[config.mk]
export PLATFORM = sky130hd
export DESIGN_NAME = burst_average_and_pulse_timer_flat
export DESIGN_NICKNAME = d
export VERILOG_FILES = /design/src/rtl/bapt_pkg.sv /design/src/rtl/bapt_if.sv /design/src/rtl/bapt_front.sv /design/src/rtl/bapt_queue.sv /design/src/rtl/bapt_back.sv /design/src/rtl/burst_average_and_pulse_timer.sv /design/src/flat_wrapper.sv
export SDC_FILE = /design/constraint.sdc
export NUM_CORES = 1
export LEC_CHECK = 0
export BUFFER_PORTS_ARGS = -buffer_cell sky130_fd_sc_hd__clkbuf_2
export CAP_MARGIN = 10
export CORE_MARGIN = 5
export CORE_UTILIZATION = 64
export CTS_BUF_LIST = sky130_fd_sc_hd__clkbuf_2 sky130_fd_sc_hd__clkbuf_4 sky130_fd_sc_hd__clkbuf_8
export DETAILED_ROUTE_END_ITERATION = 10
export MAX_ROUTING_LAYER = met4
export PLACE_DENSITY = 0.8
export SLEW_MARGIN = 20
export SYNTH_ARGS = -nofsm -noshare
export SYNTH_HDL_FRONTEND = slang
export SYNTH_SLANG_ARGS = --single-unit
[constraint.sdc]
create_clock -name clk_i -period 16.5 [get_ports clk_i]
set_input_delay 0.825 -clock clk_i [delete_from_list [all_inputs] [get_ports clk_i]]
set_output_delay 0.825 -clock clk_i [all_outputs]
set_load 0.01 [all_outputs]
[src/rtl/bapt_pkg.sv]
package bapt_pkg;

  // field widths fixed by the item format
  localparam int unsigned STAMP_BITS     = 32;
  localparam int unsigned SAMPLE_BITS    = 12;
  localparam int unsigned TICK_US_BITS   = 10;
  localparam int unsigned US_BITS        = 16;
  localparam int unsigned PROD_BITS      = US_BITS + TICK_US_BITS;
  localparam int unsigned COUNT_BITS_DEF = 16;
  localparam int unsigned NUM_LANES      = 3;

  // reset values
  localparam logic [TICK_US_BITS-1:0] TICK_US_RESET = TICK_US_BITS'(10);
  localparam logic [US_BITS-1:0]      REST_RESET    = US_BITS'(500);

  // command queue between front and back
  localparam int unsigned QDEPTH     = 2;
  localparam int unsigned QIDX_BITS  = (QDEPTH > 1) ? $clog2(QDEPTH) : 1;
  localparam int unsigned QCNT_BITS  = $clog2(QDEPTH + 1);

  // request type codes on the input channel
  localparam logic [1:0] REQ_SAMPLE = 2'd0;
  localparam logic [1:0] REQ_RISE   = 2'd1;
  localparam logic [1:0] REQ_FALL   = 2'd2;

  typedef struct packed {
    logic [1:0]             req_type;
    logic [STAMP_BITS-1:0]  timestamp;
    logic [SAMPLE_BITS-1:0] sample_a;
    logic [SAMPLE_BITS-1:0] sample_b;
    logic [SAMPLE_BITS-1:0] sample_c;
  } req_t;

  typedef struct packed {
    logic [US_BITS-1:0]     high_time_us;
    logic                   high_time_valid;
    logic [US_BITS-1:0]     low_time_us;
    logic [SAMPLE_BITS-1:0] average_a;
    logic [SAMPLE_BITS-1:0] average_b;
    logic [SAMPLE_BITS-1:0] average_c;
    logic                   averages_valid;
  } res_t;

  typedef enum logic [1:0] {
    CMD_SAMPLE,
    CMD_RISE,
    CMD_FALL
  } cmd_kind_e;

  typedef struct packed {
    cmd_kind_e              kind;
    logic [STAMP_BITS-1:0]  timestamp;
    logic [SAMPLE_BITS-1:0] sample_a;
    logic [SAMPLE_BITS-1:0] sample_b;
    logic [SAMPLE_BITS-1:0] sample_c;
  } cmd_t;

  typedef enum logic [1:0] {
    BK_IDLE,
    BK_DIV,
    BK_OUT
  } back_state_e;

endpackage

[src/rtl/bapt_if.sv]
// request channel
interface bapt_req_if;
  import bapt_pkg::*;
  logic valid;
  logic ready;
  req_t payload;
  modport source(output valid, output payload, input ready);
  modport sink(input valid, input payload, output ready);
endinterface

// result channel
interface bapt_res_if;
  import bapt_pkg::*;
  logic valid;
  logic ready;
  res_t payload;
  modport source(output valid, output payload, input ready);
  modport sink(input valid, input payload, output ready);
endinterface

// register write channel
interface bapt_cfg_if;
  import bapt_pkg::*;
  logic                    valid;
  logic                    ready;
  logic [TICK_US_BITS-1:0] data;
  modport source(output valid, output data, input ready);
  modport sink(input valid, input data, output ready);
endinterface

[src/rtl/bapt_front.sv]
module bapt_front (
  bapt_req_if.sink       req_i,
  output logic           push_o,
  output bapt_pkg::cmd_t push_data_o,
  input  logic           full_i
);
  import bapt_pkg::*;

  logic known;

  // take an item whenever the queue has room
  assign req_i.ready = !full_i;

  // classify the request; unknown types are taken and dropped
  always_comb begin
    known                 = 1'b1;
    push_data_o.kind      = CMD_SAMPLE;
    push_data_o.timestamp = req_i.payload.timestamp;
    push_data_o.sample_a  = req_i.payload.sample_a;
    push_data_o.sample_b  = req_i.payload.sample_b;
    push_data_o.sample_c  = req_i.payload.sample_c;
    case (req_i.payload.req_type)
      REQ_SAMPLE: push_data_o.kind = CMD_SAMPLE;
      REQ_RISE:   push_data_o.kind = CMD_RISE;
      REQ_FALL:   push_data_o.kind = CMD_FALL;
      default:    known = 1'b0;
    endcase
  end

  assign push_o = req_i.valid && !full_i && known;

endmodule

[src/rtl/bapt_queue.sv]
module bapt_queue (
  input  logic           clk_i,
  input  logic           rst_ni,
  input  logic           push_i,
  input  bapt_pkg::cmd_t push_data_i,
  output logic           full_o,
  input  logic           pop_i,
  output bapt_pkg::cmd_t pop_data_o,
  output logic           empty_o
);
  import bapt_pkg::*;

  cmd_t                 mem_q [QDEPTH];
  logic [QIDX_BITS-1:0] wptr_q, wptr_d;
  logic [QIDX_BITS-1:0] rptr_q, rptr_d;
  logic [QCNT_BITS-1:0] count_q, count_d;

  assign full_o     = (count_q == QCNT_BITS'(QDEPTH));
  assign empty_o    = (count_q == '0);
  assign pop_data_o = mem_q[rptr_q];

  // pointer and fill count update
  always_comb begin
    wptr_d  = wptr_q;
    rptr_d  = rptr_q;
    count_d = count_q;
    if (push_i) begin
      wptr_d = (wptr_q == QIDX_BITS'(QDEPTH - 1)) ? '0 : wptr_q + 1'b1;
    end
    if (pop_i) begin
      rptr_d = (rptr_q == QIDX_BITS'(QDEPTH - 1)) ? '0 : rptr_q + 1'b1;
    end
    if (push_i && !pop_i) begin
      count_d = count_q + 1'b1;
    end else if (pop_i && !push_i) begin
      count_d = count_q - 1'b1;
    end
  end

  always_ff @(posedge clk_i or negedge rst_ni) begin
    if (!rst_ni) begin
      wptr_q  <= '0;
      rptr_q  <= '0;
      count_q <= '0;
    end else begin
      wptr_q  <= wptr_d;
      rptr_q  <= rptr_d;
      count_q <= count_d;
    end
  end

  // entry storage
  always_ff @(posedge clk_i) begin
    if (push_i) begin
      mem_q[wptr_q] <= push_data_i;
    end
  end

  // fill count follows a push without a pop
  assert property (@(posedge clk_i) disable iff (!rst_ni)
    (push_i && !pop_i) |=> (count_q == $past(count_q) + 1'b1))
    else $error("queue count did not follow a push");

  // no push into a full queue
  assert property (@(posedge clk_i) disable iff (!rst_ni)
    push_i |-> !full_o)
    else $error("push into a full queue");

  // no pop from an empty queue
  assert property (@(posedge clk_i) disable iff (!rst_ni)
    pop_i |-> !empty_o)
    else $error("pop from an empty queue");

endmodule

[src/rtl/bapt_back.sv]
module bapt_back #(
  parameter int unsigned COUNT_BITS = bapt_pkg::COUNT_BITS_DEF
) (
  input  logic           clk_i,
  input  logic           rst_ni,
  bapt_cfg_if.sink       cfg_i,
  input  logic           empty_i,
  input  bapt_pkg::cmd_t pop_data_i,
  output logic           pop_o,
  bapt_res_if.source     res_o
);
  import bapt_pkg::*;

  localparam int unsigned SUM_BITS  = SAMPLE_BITS + COUNT_BITS;
  localparam int unsigned STEP_BITS = $clog2(SUM_BITS);
  localparam logic [COUNT_BITS-1:0] COUNT_MAX = '1;

  back_state_e             state_q, state_d;
  logic [TICK_US_BITS-1:0] tick_us_q;
  logic [SUM_BITS-1:0]     sum_q [NUM_LANES];
  logic [SUM_BITS-1:0]     sum_d [NUM_LANES];
  logic [COUNT_BITS-1:0]   count_q, count_d;
  logic [STAMP_BITS-1:0]   rise_q, rise_d;
  logic [STAMP_BITS-1:0]   fall_q, fall_d;
  logic                    fall_seen_q, fall_seen_d;
  logic [US_BITS-1:0]      rest_us_q, rest_us_d;
  logic                    out_valid_q, out_valid_d;

  logic [US_BITS-1:0]      high_us_q, high_us_d;
  logic                    high_valid_q, high_valid_d;
  logic [SUM_BITS-1:0]     quo_q [NUM_LANES];
  logic [SUM_BITS-1:0]     quo_d [NUM_LANES];
  logic [COUNT_BITS-1:0]   rem_q [NUM_LANES];
  logic [COUNT_BITS-1:0]   rem_d [NUM_LANES];
  logic [STEP_BITS-1:0]    step_q, step_d;
  res_t                    out_q, out_d;

  logic [SAMPLE_BITS-1:0]  smp [NUM_LANES];
  logic [COUNT_BITS:0]     rem_shift [NUM_LANES];
  logic [COUNT_BITS:0]     rem_diff [NUM_LANES];
  logic [US_BITS-1:0]      ticks_lo;
  logic [PROD_BITS-1:0]    prod;
  logic                    load_res;
  logic                    have_avg;

  assign cfg_i.ready   = 1'b1;
  assign res_o.valid   = out_valid_q;
  assign res_o.payload = out_q;

  assign smp[0] = pop_data_i.sample_a;
  assign smp[1] = pop_data_i.sample_b;
  assign smp[2] = pop_data_i.sample_c;

  // tick difference to microseconds, low 16 bits only
  always_comb begin
    if (pop_data_i.kind == CMD_FALL) begin
      ticks_lo = pop_data_i.timestamp[US_BITS-1:0] - rise_q[US_BITS-1:0];
    end else begin
      ticks_lo = pop_data_i.timestamp[US_BITS-1:0] - fall_q[US_BITS-1:0];
    end
    prod = PROD_BITS'(ticks_lo) * PROD_BITS'(tick_us_q);
  end

  // one restoring division step per cycle in each lane
  always_comb begin
    for (int i = 0; i < NUM_LANES; i++) begin
      rem_shift[i] = {rem_q[i], quo_q[i][SUM_BITS-1]};
      rem_diff[i]  = rem_shift[i] - {1'b0, count_q};
    end
  end

  assign have_avg = (count_q != '0);

  // sequencer: execute one command, run division on a fall
  always_comb begin
    state_d      = state_q;
    count_d      = count_q;
    rise_d       = rise_q;
    fall_d       = fall_q;
    fall_seen_d  = fall_seen_q;
    rest_us_d    = rest_us_q;
    high_us_d    = high_us_q;
    high_valid_d = high_valid_q;
    step_d       = step_q;
    pop_o        = 1'b0;
    load_res     = 1'b0;
    for (int i = 0; i < NUM_LANES; i++) begin
      sum_d[i] = sum_q[i];
      quo_d[i] = quo_q[i];
      rem_d[i] = rem_q[i];
    end

    case (state_q)
      BK_IDLE: begin
        if (!empty_i) begin
          pop_o = 1'b1;
          case (pop_data_i.kind)
            CMD_SAMPLE: begin
              if (count_q != COUNT_MAX) begin
                for (int i = 0; i < NUM_LANES; i++) begin
                  sum_d[i] = sum_q[i] + SUM_BITS'(smp[i]);
                end
                count_d = count_q + 1'b1;
              end
            end
            CMD_RISE: begin
              if (fall_seen_q) begin
                rest_us_d = prod[US_BITS-1:0];
              end
              rise_d  = pop_data_i.timestamp;
              count_d = '0;
              for (int i = 0; i < NUM_LANES; i++) begin
                sum_d[i] = '0;
              end
            end
            CMD_FALL: begin
              high_valid_d = (pop_data_i.timestamp != rise_q);
              high_us_d    = high_valid_d ? prod[US_BITS-1:0] : '0;
              fall_d       = pop_data_i.timestamp;
              fall_seen_d  = 1'b1;
              step_d       = STEP_BITS'(SUM_BITS - 1);
              for (int i = 0; i < NUM_LANES; i++) begin
                quo_d[i] = sum_q[i];
                rem_d[i] = '0;
              end
              state_d = BK_DIV;
            end
            default: ;
          endcase
        end
      end
      BK_DIV: begin
        for (int i = 0; i < NUM_LANES; i++) begin
          if (!rem_diff[i][COUNT_BITS]) begin
            rem_d[i] = rem_diff[i][COUNT_BITS-1:0];
            quo_d[i] = {quo_q[i][SUM_BITS-2:0], 1'b1};
          end else begin
            rem_d[i] = rem_shift[i][COUNT_BITS-1:0];
            quo_d[i] = {quo_q[i][SUM_BITS-2:0], 1'b0};
          end
        end
        step_d = step_q - 1'b1;
        if (step_q == '0) begin
          state_d = BK_OUT;
        end
      end
      BK_OUT: begin
        if (!out_valid_q || res_o.ready) begin
          load_res = 1'b1;
          state_d  = BK_IDLE;
        end
      end
      default: state_d = BK_IDLE;
    endcase
  end

  // result register contents
  always_comb begin
    out_d                 = out_q;
    if (load_res) begin
      out_d.high_time_us    = high_us_q;
      out_d.high_time_valid = high_valid_q;
      out_d.low_time_us     = rest_us_q;
      out_d.average_a       = have_avg ? quo_q[0][SAMPLE_BITS-1:0] : '0;
      out_d.average_b       = have_avg ? quo_q[1][SAMPLE_BITS-1:0] : '0;
      out_d.average_c       = have_avg ? quo_q[2][SAMPLE_BITS-1:0] : '0;
      out_d.averages_valid  = have_avg;
    end
  end

  always_comb begin
    out_valid_d = out_valid_q;
    if (load_res) begin
      out_valid_d = 1'b1;
    end else if (res_o.ready) begin
      out_valid_d = 1'b0;
    end
  end

  // control and burst state
  always_ff @(posedge clk_i or negedge rst_ni) begin
    if (!rst_ni) begin
      state_q     <= BK_IDLE;
      tick_us_q   <= TICK_US_RESET;
      count_q     <= '0;
      rise_q      <= '0;
      fall_q      <= '0;
      fall_seen_q <= 1'b0;
      rest_us_q   <= REST_RESET;
      out_valid_q <= 1'b0;
      for (int i = 0; i < NUM_LANES; i++) begin
        sum_q[i] <= '0;
      end
    end else begin
      state_q     <= state_d;
      count_q     <= count_d;
      rise_q      <= rise_d;
      fall_q      <= fall_d;
      fall_seen_q <= fall_seen_d;
      rest_us_q   <= rest_us_d;
      out_valid_q <= out_valid_d;
      for (int i = 0; i < NUM_LANES; i++) begin
        sum_q[i] <= sum_d[i];
      end
      if (cfg_i.valid) begin
        tick_us_q <= cfg_i.data;
      end
    end
  end

  // division and result datapath
  always_ff @(posedge clk_i) begin
    high_us_q    <= high_us_d;
    high_valid_q <= high_valid_d;
    step_q       <= step_d;
    out_q        <= out_d;
    for (int i = 0; i < NUM_LANES; i++) begin
      quo_q[i] <= quo_d[i];
      rem_q[i] <= rem_d[i];
    end
  end

  // division starts only from a fall command
  assert property (@(posedge clk_i) disable iff (!rst_ni)
    (state_q == BK_IDLE && state_d == BK_DIV) |-> (pop_o && pop_data_i.kind == CMD_FALL))
    else $error("division started without a fall");

  // divisor holds while the division runs
  assert property (@(posedge clk_i) disable iff (!rst_ni)
    (state_q == BK_DIV) |=> $stable(count_q))
    else $error("burst count changed during division");

  // a loaded result flags averages from the current burst count
  assert property (@(posedge clk_i) disable iff (!rst_ni)
    load_res |=> (out_valid_q && out_q.averages_valid == (count_q != '0)))
    else $error("result averages flag does not match burst count");

endmodule

[src/rtl/burst_average_and_pulse_timer.sv]
// channel  | role   | handshake     | carries
// req_i    | sink   | valid / ready | req_type, timestamp, sample_a/b/c
// res_o    | source | valid / ready | high/low times in us, three averages, flags
// cfg_i    | sink   | valid / ready | tick_microseconds (always ready)
//
// the front takes an item whenever its two-entry command queue has room;
// type 3 items are taken and dropped there
// the back runs samples and rises in its idle state; a fall runs SAMPLE_BITS +
// COUNT_BITS division steps (28 at default) in the bit-per-cycle divider and
// then loads the output register
// reset: tick_microseconds 10, stored low time 500 us, sums and stamps zero
// a stalled result only holds the back at its load step; the queue keeps filling until full
module burst_average_and_pulse_timer #(
  parameter int unsigned COUNT_BITS = bapt_pkg::COUNT_BITS_DEF
) (
  input  logic       clk_i,
  input  logic       rst_ni,
  bapt_req_if.sink   req_i,
  bapt_cfg_if.sink   cfg_i,
  bapt_res_if.source res_o
);
  import bapt_pkg::*;

  logic push;
  cmd_t push_data;
  logic full;
  logic pop;
  cmd_t pop_data;
  logic empty;

  // accept and classify
  bapt_front u_front (
    .req_i       (req_i),
    .push_o      (push),
    .push_data_o (push_data),
    .full_i      (full)
  );

  // command queue
  bapt_queue u_queue (
    .clk_i       (clk_i),
    .rst_ni      (rst_ni),
    .push_i      (push),
    .push_data_i (push_data),
    .full_o      (full),
    .pop_i       (pop),
    .pop_data_o  (pop_data),
    .empty_o     (empty)
  );

  // execute, divide and hold results
  bapt_back #(
    .COUNT_BITS (COUNT_BITS)
  ) u_back (
    .clk_i      (clk_i),
    .rst_ni     (rst_ni),
    .cfg_i      (cfg_i),
    .empty_i    (empty),
    .pop_data_i (pop_data),
    .pop_o      (pop),
    .res_o      (res_o)
  );

endmodule
[src/flat_wrapper.sv]
// flat-port wrapper written by rule: the top's interface ports become plain ports
module burst_average_and_pulse_timer_flat import bapt_pkg::*;
#(
  parameter int unsigned COUNT_BITS = bapt_pkg::COUNT_BITS_DEF
)
  (clk_i, rst_ni, req_i_valid, req_i_payload, req_i_ready, cfg_i_valid, cfg_i_data, cfg_i_ready, res_o_valid, res_o_payload, res_o_ready);
  bapt_req_if req_i_i ();
  bapt_cfg_if cfg_i_i ();
  bapt_res_if res_o_i ();
  input  logic clk_i;
  input  logic rst_ni;
  input wire logic [$bits(req_i_i.valid)-1:0] req_i_valid;
  input wire logic [$bits(req_i_i.payload)-1:0] req_i_payload;
  output wire logic [$bits(req_i_i.ready)-1:0] req_i_ready;
  input wire logic [$bits(cfg_i_i.valid)-1:0] cfg_i_valid;
  input wire logic [$bits(cfg_i_i.data)-1:0] cfg_i_data;
  output wire logic [$bits(cfg_i_i.ready)-1:0] cfg_i_ready;
  output wire logic [$bits(res_o_i.valid)-1:0] res_o_valid;
  output wire logic [$bits(res_o_i.payload)-1:0] res_o_payload;
  input wire logic [$bits(res_o_i.ready)-1:0] res_o_ready;
  assign req_i_i.valid = req_i_valid;
  assign req_i_i.payload = req_i_payload;
  assign req_i_ready = req_i_i.ready;
  assign cfg_i_i.valid = cfg_i_valid;
  assign cfg_i_i.data = cfg_i_data;
  assign cfg_i_ready = cfg_i_i.ready;
  assign res_o_valid = res_o_i.valid;
  assign res_o_payload = res_o_i.payload;
  assign res_o_i.ready = res_o_ready;
  burst_average_and_pulse_timer #(.COUNT_BITS(COUNT_BITS)) u_core (.clk_i(clk_i), .rst_ni(rst_ni), .req_i(req_i_i), .cfg_i(cfg_i_i), .res_o(res_o_i));
endmodule
### Word-level counts from Yosys, hierarchy flattened

Memory sizes are Yosys's and may differ from the RTL's.
Cells that the tools add are included.
W data, S select, Z words.

| cells by class | value |
|---|---|
| reduce and logical (&&, ||, !) cells | 26 |
| $mul | 1 |
| equal/unequal tests | 14 |
| mux-type cells | 39 |
| bitwise operators | 1 |
| $add $sub $neg | 14 |

Operator list:

| cell | number |
|---|---|
| $pmux W84 S2 | 2 |
| $mux W84 | 3 |
| $mux W48 | 2 |
| $pmux W48 S2 | 1 |
| $add A28 B12 Y28 | 3 |
| $mux W16 | 5 |
| $sub A17 B16 Y17 | 3 |
| $ne A32 B32 Y1 | 1 |
| $pmux W16 S2 | 1 |
| $sub A16 B16 Y16 | 2 |
| $add A16 B1 Y16 const B | 1 |
| $mul A16 B10 Y16 | 1 |
| $ne A16 B16 Y1 const B | 1 |
| $reduce_bool A16 Y1 | 1 |
| $mux W1 | 14 |
| $mux W2 | 6 |
| $reduce_and A4 Y1 | 3 |
| $mux W5 | 2 |
| $ne A2 B2 Y1 const B | 5 |
| $pmux W5 S2 | 1 |
| $reduce_and A3 Y1 | 3 |
| $eq A2 B2 Y1 const B | 4 |
| $logic_not A2 Y1 | 4 |
| $reduce_bool A2 Y1 | 4 |
| other kinds (13) | 22 |

| storage, ports and cells | value |
|---|---|
| memories kept | 3 |
| output and inout bits | 73 |
| RAM bits | 272 |
| flip-flop bits (word level) | 274 |
| input port bits | 85 |
| logic and storage cells | 122 |

Memories:

| name | words | bits a word | read ports | clocked after Yosys merged registers in | wr ports | RTL line | RTL |
|---|---|---|---|---|---|---|---|
| u_core.u_queue.mem_q | 2 | 70 | 1 | 0 | 1 | bapt_queue.sv:13 | `cmd_t mem_q [QDEPTH];` |
| u_core.u_back.quo_q | 3 | 28 | 3 | 0 | 3 | bapt_back.sv:31 | `logic [SUM_BITS-1:0] quo_q [NUM_LANES];` |
| u_core.u_back.rem_q | 3 | 16 | 3 | 0 | 3 | bapt_back.sv:33 | `logic [COUNT_BITS-1:0] rem_q [NUM_LANES];` |

### Longest topological paths before layout

Gate-level depths: netlist of run 1.

| depth | value |
|---|---|
| depth after elaboration | 8 |
| gate-level depth with buffers | 34 |
| gate-level depth less buffers | 32 |

### Cells and area by module

From an unflattened synthesis of run 1, not the netlist that was laid out.

| unflattened totals | value |
|---|---|
| cells, all modules | 2,746 |
| area total of the unflattened synthesis | 30,639.4 sq um |

By module, submodules not included:

| module | area each (sq um) | cells an instance | instances | seq. area each (sq um) |
|---|---|---|---|---|
| bapt_back | 24,508.5 | 2,439 | 1 | 11,190.7 |
| bapt_queue | 5,589.1 | 234 | 1 | 4,304.1 |
| bapt_front | 541.8 | 73 | 1 | 0.0 |

### Least setup slack after synthesis of run 1

No wires, ideal clock.

| path | value |
|---|---|
| path kind | reg2reg |
| start | register, netlist name u_core.u_queue.rptr_q |
| end | memory u_core.u_back.quo_q[0][0] (netlist bit) (enable) |
| setup slack | 4.709 ns |
| cell stages (with the launch flop) | 6 |
| library setup time | 0.822 ns |
| clock period less this slack | 11.791 ns |
| path buffers | 2 |
| data required time | 15.678 ns |
| data arrival time | 10.969 ns |
| cell sequence | dfrtp_1 buf_2 mux2i_1 clkbuf_1 nand2_1 o21ai_0 |

RTL lines:

| element | RTL line |
|---|---|
| end: declaration | bapt_back.sv:31 |

### Worst setup path after layout of run 1

| path | value |
|---|---|
| start | register u_core.u_queue.rptr_q |
| end | register u_core.u_back.high_us_q[15] (data pin) |

| on the way | value |
|---|---|
| cells in the longest elaborated chain, start to end | 4 |
| elaborated cells between the ends (all ways) | 7 |
| those cells by class | add/sub: 2; mul: 1; eq/ne: 2; mux: 1; memory: 1 |

RTL lines:

| element | RTL line | RTL |
|---|---|---|
| start: declaration | bapt_queue.sv:15 | `logic [QIDX_BITS-1:0] rptr_q, rptr_d;` |
| start signal: assignment | bapt_queue.sv:47 | `rptr_q <= rptr_d;` |
| $mem_v2 Z2 W70 * | n/a |  |
| $sub A16 B16 Y16, or another cell as far along | bapt_back.sv:59 | `ticks_lo = pop_data_i.timestamp[US_BITS-1:0] - fall_q[US_BITS-1:0];` |
| $mux W16 | bapt_back.sv:56 | `if (pop_data_i.kind == CMD_FALL) begin` |
| $mul A16 B10 Y16 | bapt_back.sv:61 | `prod = PROD_BITS'(ticks_lo) * PROD_BITS'(tick_us_q);` |
| end signal: assignment | bapt_back.sv:213 | `high_us_q <= high_us_d;` |
| end: declaration | bapt_back.sv:29 | `logic [US_BITS-1:0] high_us_q, high_us_d;` |

Every way passes the cells marked *; elsewhere a longest branch is shown, timed or not.
A chain may end at the register's enable or synchronous reset.

==> impl_metrics.json, run 1 <==
{
  "grt_util_met1": 0.338,
  "drtIter0Drc": 1635,
  "skew_ns": 0.0275,
  "drive_gt1_frac": 0.149,
  "grt_use_total": 0.258,
  "drc": 0,
  "row_count": 78,
  "cts_tree": "done",
  "grt_pass1_wl_um": 102000,
  "final_cell_mix": "nand2_1 (447), edfxtp_1 (364), nor2_1 (179), dfrtp_1 (173), inv_1 (156)",
  "cpPeakStageDelay_ns": 0.69,
  "fillers": 3147,
  "reg2reg_slack_ns": 7.55,
  "crit_path_end_kind": "register",
  "synth_top_area_share": 0.374,
  "htreeDepth": 3,
  "clock_latency_ns": 0.67,
  "r2r-end": "u_core.u_back.high_us_q[15]$_SDFFCE_PN0P_",
  "gp_congestion": 0.920,
  "io_buffers": 156,
  "cts_made_buffers": 86,
  "final_common_cell": "nand2_1",
  "rsz0062_at_grt": "false",
  "synth_top_family_by_area": "simple AND/OR/NAND/NOR gates",
  "yosysWarnings": 0,
  "ctsHoldBuffers": 0,
  "wl_um": 62100,
  "dieArea_um2": 50000,
  "synth_compound_area_frac": 0.0764,
  "start_util": 0.645,
  "die_w_um": 224,
  "synthMuxAreaShare": 0.0511,
  "grt_max_degree": 138,
  "core_area_um2": 45300,
  "dp_hpwl_um": 41800,
  "synth_flop_cell": "edfxtp_1",
  "synth-simple-area-share": 0.142,
  "ys_types": 70,
  "maxCapViolCount": 0,
  "grt.busiest_layer": "met2",
  "cp.arrival_ns": 9.35,
  "overflow": 0,
  "async_reset_ff_frac": 0.333,
  "finish.net_count": 3064,
  "wire_per_inst_um": 18.1,
  "placed_cells": 3281,
  "ys_seq_area_frac": 0.531,
  "diodes": 0,
  "crit_top_cell": "fa_1",
  "antenna_found_initial": 0,
  "syn-num-nets": 2888,
  "regToRegStartpoint": "u_core.u_queue.rptr_q$_DFFE_PN0P_",
  "cp_slowest_cell": "dfrtp_4",
  "synth_edf_count": 364,
  "final-max-slew-violation-count": 0,
  "path_clk_slew_ns": 0.06,
  "finalHoldViolations": 0,
  "grtUsageMet3": 0.0436,
  "synth_largest_area_cell": "edfxtp_1",
  "fmax_ghz": 0.112,
  "die_h_um": 224,
  "worstPathRequired_ns": 16.89,
  "first_global_vias": 20631,
  "place_area_um2": 30600,
  "post-route-period-util": 0.543,
  "postRouteAntennaNets": 0,
  "worstPathMaxFanout": 23,
  "synth-xor-area-share": 0.0574,
  "crit_start": "u_core.u_queue.rptr_q$_DFFE_PN0P_",
  "finalSetupViolCount": 0,
  "synth_fa_ha_area_frac": 0.110,
  "design_area_um2": 32400,
  "vias_per_cell": 5.76,
  "cts_resized": 0,
  "vias": 19800,
  "stdcell_count": 3440,
  "synthTopCellsByArea": "edfxtp_1 (37%), dfrtp_1 (15%), nand2_1 (5.7%), ha_1 (5.7%), fa_1 (5.3%)",
  "synth_seq_cells": 546,
  "postCtsSetupRepairBufs": 0,
  "crit_type": "reg2reg",
  "hp-class": "in2async",
  "clock-root-buffer": "clkbuf_8",
  "crit_end": "u_core.u_back.high_us_q[15]$_SDFFCE_PN0P_",
  "min_period_ns": 8.95,
  "startpoint_type": "register",
  "holdWs_ns": 0.257,
  "synth_area_um2": 29200,
  "syn_to_final_growth_pct": 11.0,
  "drt_pass1_iterations": 5,
  "grt_use_met2": 0.414,
  "clockBufferDepth": 3,
  "worst_slew_pin_slew_ns": 1.13,
  "synth.avg_cell_area_um2": 11.3,
  "fin_setup_tns_ns": 0,
  "pin_count": 158,
  "syn_inst": 2593,
  "clkSinkCount": 546,
  "outcome": "finished, final reports clean",
  "r2r_cells": 29,
  "slew_headroom": 0.242
}
[logic make-up after synthesis]
group | Yosys count
adders and majority gates | 210
and+or+nand+nor | 919
DFF | 546
muxes | 142
other | 1
buffers and inverters | 244
xor gates and xnor gates | 185
AOI/OAI and AO/OA | 346
[state kept, by name, summed over array words and instances, names as in the netlist]
signal,count
u_core.u_back.count_q,16
u_core.u_back.fall_q,16
u_core.u_back.fall_seen_q,1
u_core.u_back.high_us_q,16
u_core.u_back.high_valid_q,1
u_core.u_back.quo_q,84
u_core.u_back.rem_q,48
u_core.u_back.res_o.payload,70
u_core.u_back.res_o.valid,1
u_core.u_back.rest_us_q,16
u_core.u_back.rise_q,32
u_core.u_back.state_q,2
u_core.u_back.step_q,5
u_core.u_back.sum_q,84
u_core.u_back.tick_us_q,10
u_core.u_queue.count_q,2
u_core.u_queue.mem_q,140
u_core.u_queue.rptr_q,1
u_core.u_queue.wptr_q,1
[worst min-delay path by stage]
stage	from	endpoint	slack, ns	depth (start not counted)
final	rst_ni	u_core.u_back.sum_q[26]$_DFFE_PN0P_	0.26	1
after CTS	rst_ni	u_core.u_back.sum_q[26]$_DFFE_PN0P_	0.26	1
after global routing	rst_ni	u_core.u_back.sum_q[27]$_DFFE_PN0P_	0.31	1
after detailed placement	u_core.u_back.high_us_q[2]$_SDFFCE_PN0P_	u_core.u_back.res_o.payload[56]$_DFFE_PP_	0.40	0
after global placement	u_core.u_back.high_us_q[5]$_SDFFCE_PN0P_	u_core.u_back.res_o.payload[59]$_DFFE_PP_	0.40	0
after floorplan	u_core.u_back.high_valid_q$_DFFE_PP_	u_core.u_back.res_o.payload[53]$_DFFE_PP_	0.40	0
[critical path: cells and delay by family (launching register included)]
family / cells / cell delay (ns)
adders and majority gates: 8 / 3.22
AOI/OAI and AO/OA: 6 / 1.54
and+or+nand+nor: 6 / 1.20
xor gates and xnor gates: 3 / 0.97
DFF: 1 / 0.69
muxes: 2 / 0.65
buffers and inverters: 4 / 0.40
[layout make-up]
cell class | count | area, um2 | area share
Clock buffer | 132 | 1580 | 0.0487
Clock inverter | 27 | 185 | 0.00571
Inverter | 156 | 586 | 0.0181
Multi-Input combinational cell | 1803 | 12900 | 0.397
Sequential cell | 546 | 15500 | 0.478
Tap cell | 600 | 751 | 0.0232
Timing Repair Buffer | 176 | 956 | 0.0295
[per-layer routing]
metal / vias up / part of all wire
li1: 9333 / -
met1: 9793 / 0.43
met2: 563 / 0.49
met3: 111 / 0.058
met4: 0 / 0.023
met5: - / 0
[through the flow]
step / util / setup slack [ns]
floorplan: - / 4.71
global placement: 0.677 / 7.86
detailed placement: 0.677 / 7.62
CTS: 0.716 / 7.59
global route: 0.716 / 6.99
finish: 0.716 / 7.55
[Yosys cell counts (21+ instances only)]
library cell	n
o21ai_0	95
fa_1	77
clkbuf_1	73
o21bai_1	22
mux2_2	53
nand2b_1	28
nor2_1	181
and2_1	72
ha_1	133
nor3_1	29
dfrtp_1	174
o21a_1	21
xnor2_1	142
nor2b_1	27
edfxtp_1	364
inv_1	156
nand3_1	33
xor2_1	38
nor4_1	24
mux2i_1	88
a21oi_1	86
nand2_1	447
Power of run 1 is left out: the tool's default activity adds up to more than one toggle a clock period on the data nets, which glitch-free logic cannot reach.
==> run 2: changes to the inputs <==
clock period = 9.1 ns   (was 16.5 ns; I/O delays follow)
==> run 2 against run 1 <==
  * Clock skew is 0.0018 ns higher
  * Critical path depth is 1 lower
  * Non-clock buffer count is 82 higher
  * Clock-buffer cell count is 1 lower
==> impl_metrics.json, run 2 (same netlist as run 1, synthesis figures left out) <==
{
  "slew_headroom": 0.270,
  "cts_tree": "done",
  "crit_top_cell": "fa_1",
  "row_count": 78,
  "finalHoldViolations": 0,
  "postRouteAntennaNets": 0,
  "antenna_found_initial": 0,
  "cpPeakStageDelay_ns": 0.66,
  "core_area_um2": 45300,
  "grt_max_degree": 109,
  "gp_congestion": 0.924,
  "final-max-slew-violation-count": 0,
  "cp.arrival_ns": 8.46,
  "vias": 20433,
  "worstPathRequired_ns": 9.52,
  "worst_slew_pin_slew_ns": 1.09,
  "worstPathMaxFanout": 10,
  "grt_use_total": 0.272,
  "syn_to_final_growth_pct": 14.5,
  "largest_reg_flops": 140,
  "final_common_cell": "nand2_1",
  "finish.net_count": 3148,
  "drive_gt1_frac": 0.149,
  "fin_setup_tns_ns": 0,
  "die_h_um": 224,
  "overflow": 0,
  "die_w_um": 224,
  "cts_resized": 0,
  "cp_slowest_cell": "xnor2_1",
  "clockBufferDepth": 3,
  "wl_um": 65500,
  "rsz0062_at_grt": "false",
  "htreeDepth": 3,
  "dp_hpwl_um": 42000,
  "postCtsSetupRepairBufs": 0,
  "maxCapViolCount": 0,
  "clkSinkCount": 546,
  "largest_register": "u_core.u_queue.mem_q",
  "diodes": 0,
  "wire_per_inst_um": 18.6,
  "pin_count": 158,
  "drt_pass1_iterations": 5,
  "fillers": 2985,
  "skew_ns": 0.0293,
  "cts_made_buffers": 88,
  "largestRegisters": "u_core.u_queue.mem_q: 140 flops, u_core.u_back.quo_q: 84 flops, u_core.u_back.sum_q: 84 flops",
  "path_clk_slew_ns": 0.07,
  "dieArea_um2": 50000,
  "final_cell_mix": "nand2_1 (447), edfxtp_1 (364), nor2_1 (178), dfrtp_1 (173), inv_1 (156)",
  "vias_per_cell": 5.79,
  "clock-root-buffer": "clkbuf_8",
  "clock_latency_ns": 0.67,
  "grt_pass1_wl_um": 108000,
  "start_util": 0.645,
  "outcome": "finished, final reports clean",
  "fmax_ghz": 0.124,
  "hp-class": "in2reg",
  "finalSetupViolCount": 0,
  "drtIter0Drc": 1653,
  "min_period_ns": 8.04,
  "post-route-period-util": 0.884,
  "drc": 0,
  "io_buffers": 156,
  "crit_path_end_kind": "register",
  "crit_type": "reg2reg",
  "startpoint_type": "register",
  "first_global_vias": 21168
}
-- run 2: changes by cell type in the layout (fill, tap and decap cells not counted), moves of 3 or more --
cell           previous run  this run
clkbuf_4                 38        30
bufinv_16                 2         7
buf_4                    18        21
clkinv_1                 12         8
clkbuf_8                 95       102
dlygate4sd3_1             0        79
-- run 2: final timing paths --
path / startpoint / to / slack (ns) / depth (start not counted)
max: u_core.u_queue.rptr_q$_DFFE_PN0P_ / u_core.u_back.high_us_q[15]$_SDFFCE_PN0P_ / 1.06 / 28
min: req_i_payload[69] / u_core.u_queue.mem_q[0][68]$_DFFE_PP_ / 0.18 / 2
max reg2reg: u_core.u_queue.rptr_q$_DFFE_PN0P_ / u_core.u_back.high_us_q[15]$_SDFFCE_PN0P_ / 1.06 / 28
min reg2reg: u_core.u_back.high_us_q[6]$_SDFFCE_PN0P_ / u_core.u_back.res_o.payload[60]$_DFFE_PP_ / 0.41 / 0
max in group asynchronous: rst_ni / u_core.u_back.sum_q[15]$_DFFE_PN0P_ / 7.38 / 3
min in group asynchronous: rst_ni / u_core.u_back.sum_q[23]$_DFFE_PN0P_ / 0.46 / 2
-- run 2: per-layer routing --
metal  wire length (um)  global-route usage  share of wire
met5                  0                   -              0
met2              32400               0.443           0.50
met3               3550              0.0439          0.054
met1              27600               0.355           0.42
met4               1850              0.0925          0.028
-- run 2: area by class of cell --
class / instances / area [um2] / share of cell area
Clock buffer: 131 / 1620 / 0.0483
Sequential cell: 546 / 15500 / 0.463
Timing Repair Buffer: 258 / 1780 / 0.0531
Tap cell: 600 / 751 / 0.0224
Clock inverter: 33 / 364 / 0.0109
Multi-Input combinational cell: 1803 / 12900 / 0.384
Inverter: 156 / 586 / 0.0175
-- run 2: per-stage QoR --
stage	cell area [um2]	cells	utilization	hold slack, ns	worst slack [ns]
6_report	33400	3527	0.739	0.180	1.06
3_3_place_gp	30600	3283	0.677	0.403	1.32
2_1_floorplan	29200	2593	-	0.159	1.02
3_5_place_dp	30700	3284	0.677	0.407	1.12
5_1_grt	33400	3527	0.739	0.144	0.599
4_1_cts	33400	3527	0.738	0.144	1.11
-- run 2: worst max-delay path: cells and delay by family, from the launching register on --
kind	cells	cell delay, ns
mux	2	0.65
fa+ha+maj	8	3.23
buf+inv	3	0.14
flops	1	0.52
simple gates	6	0.72
xor+xnor	3	1.04
compound gates	6	1.48
-- run 2: what timing repair did --
item | CTS | global route
endpoints found under the setup margin | 0 | 0
hold buffers | 79 | 0
endpoints found under the hold margin | 245 | 0
Power of run 2 is left out for the same reason.
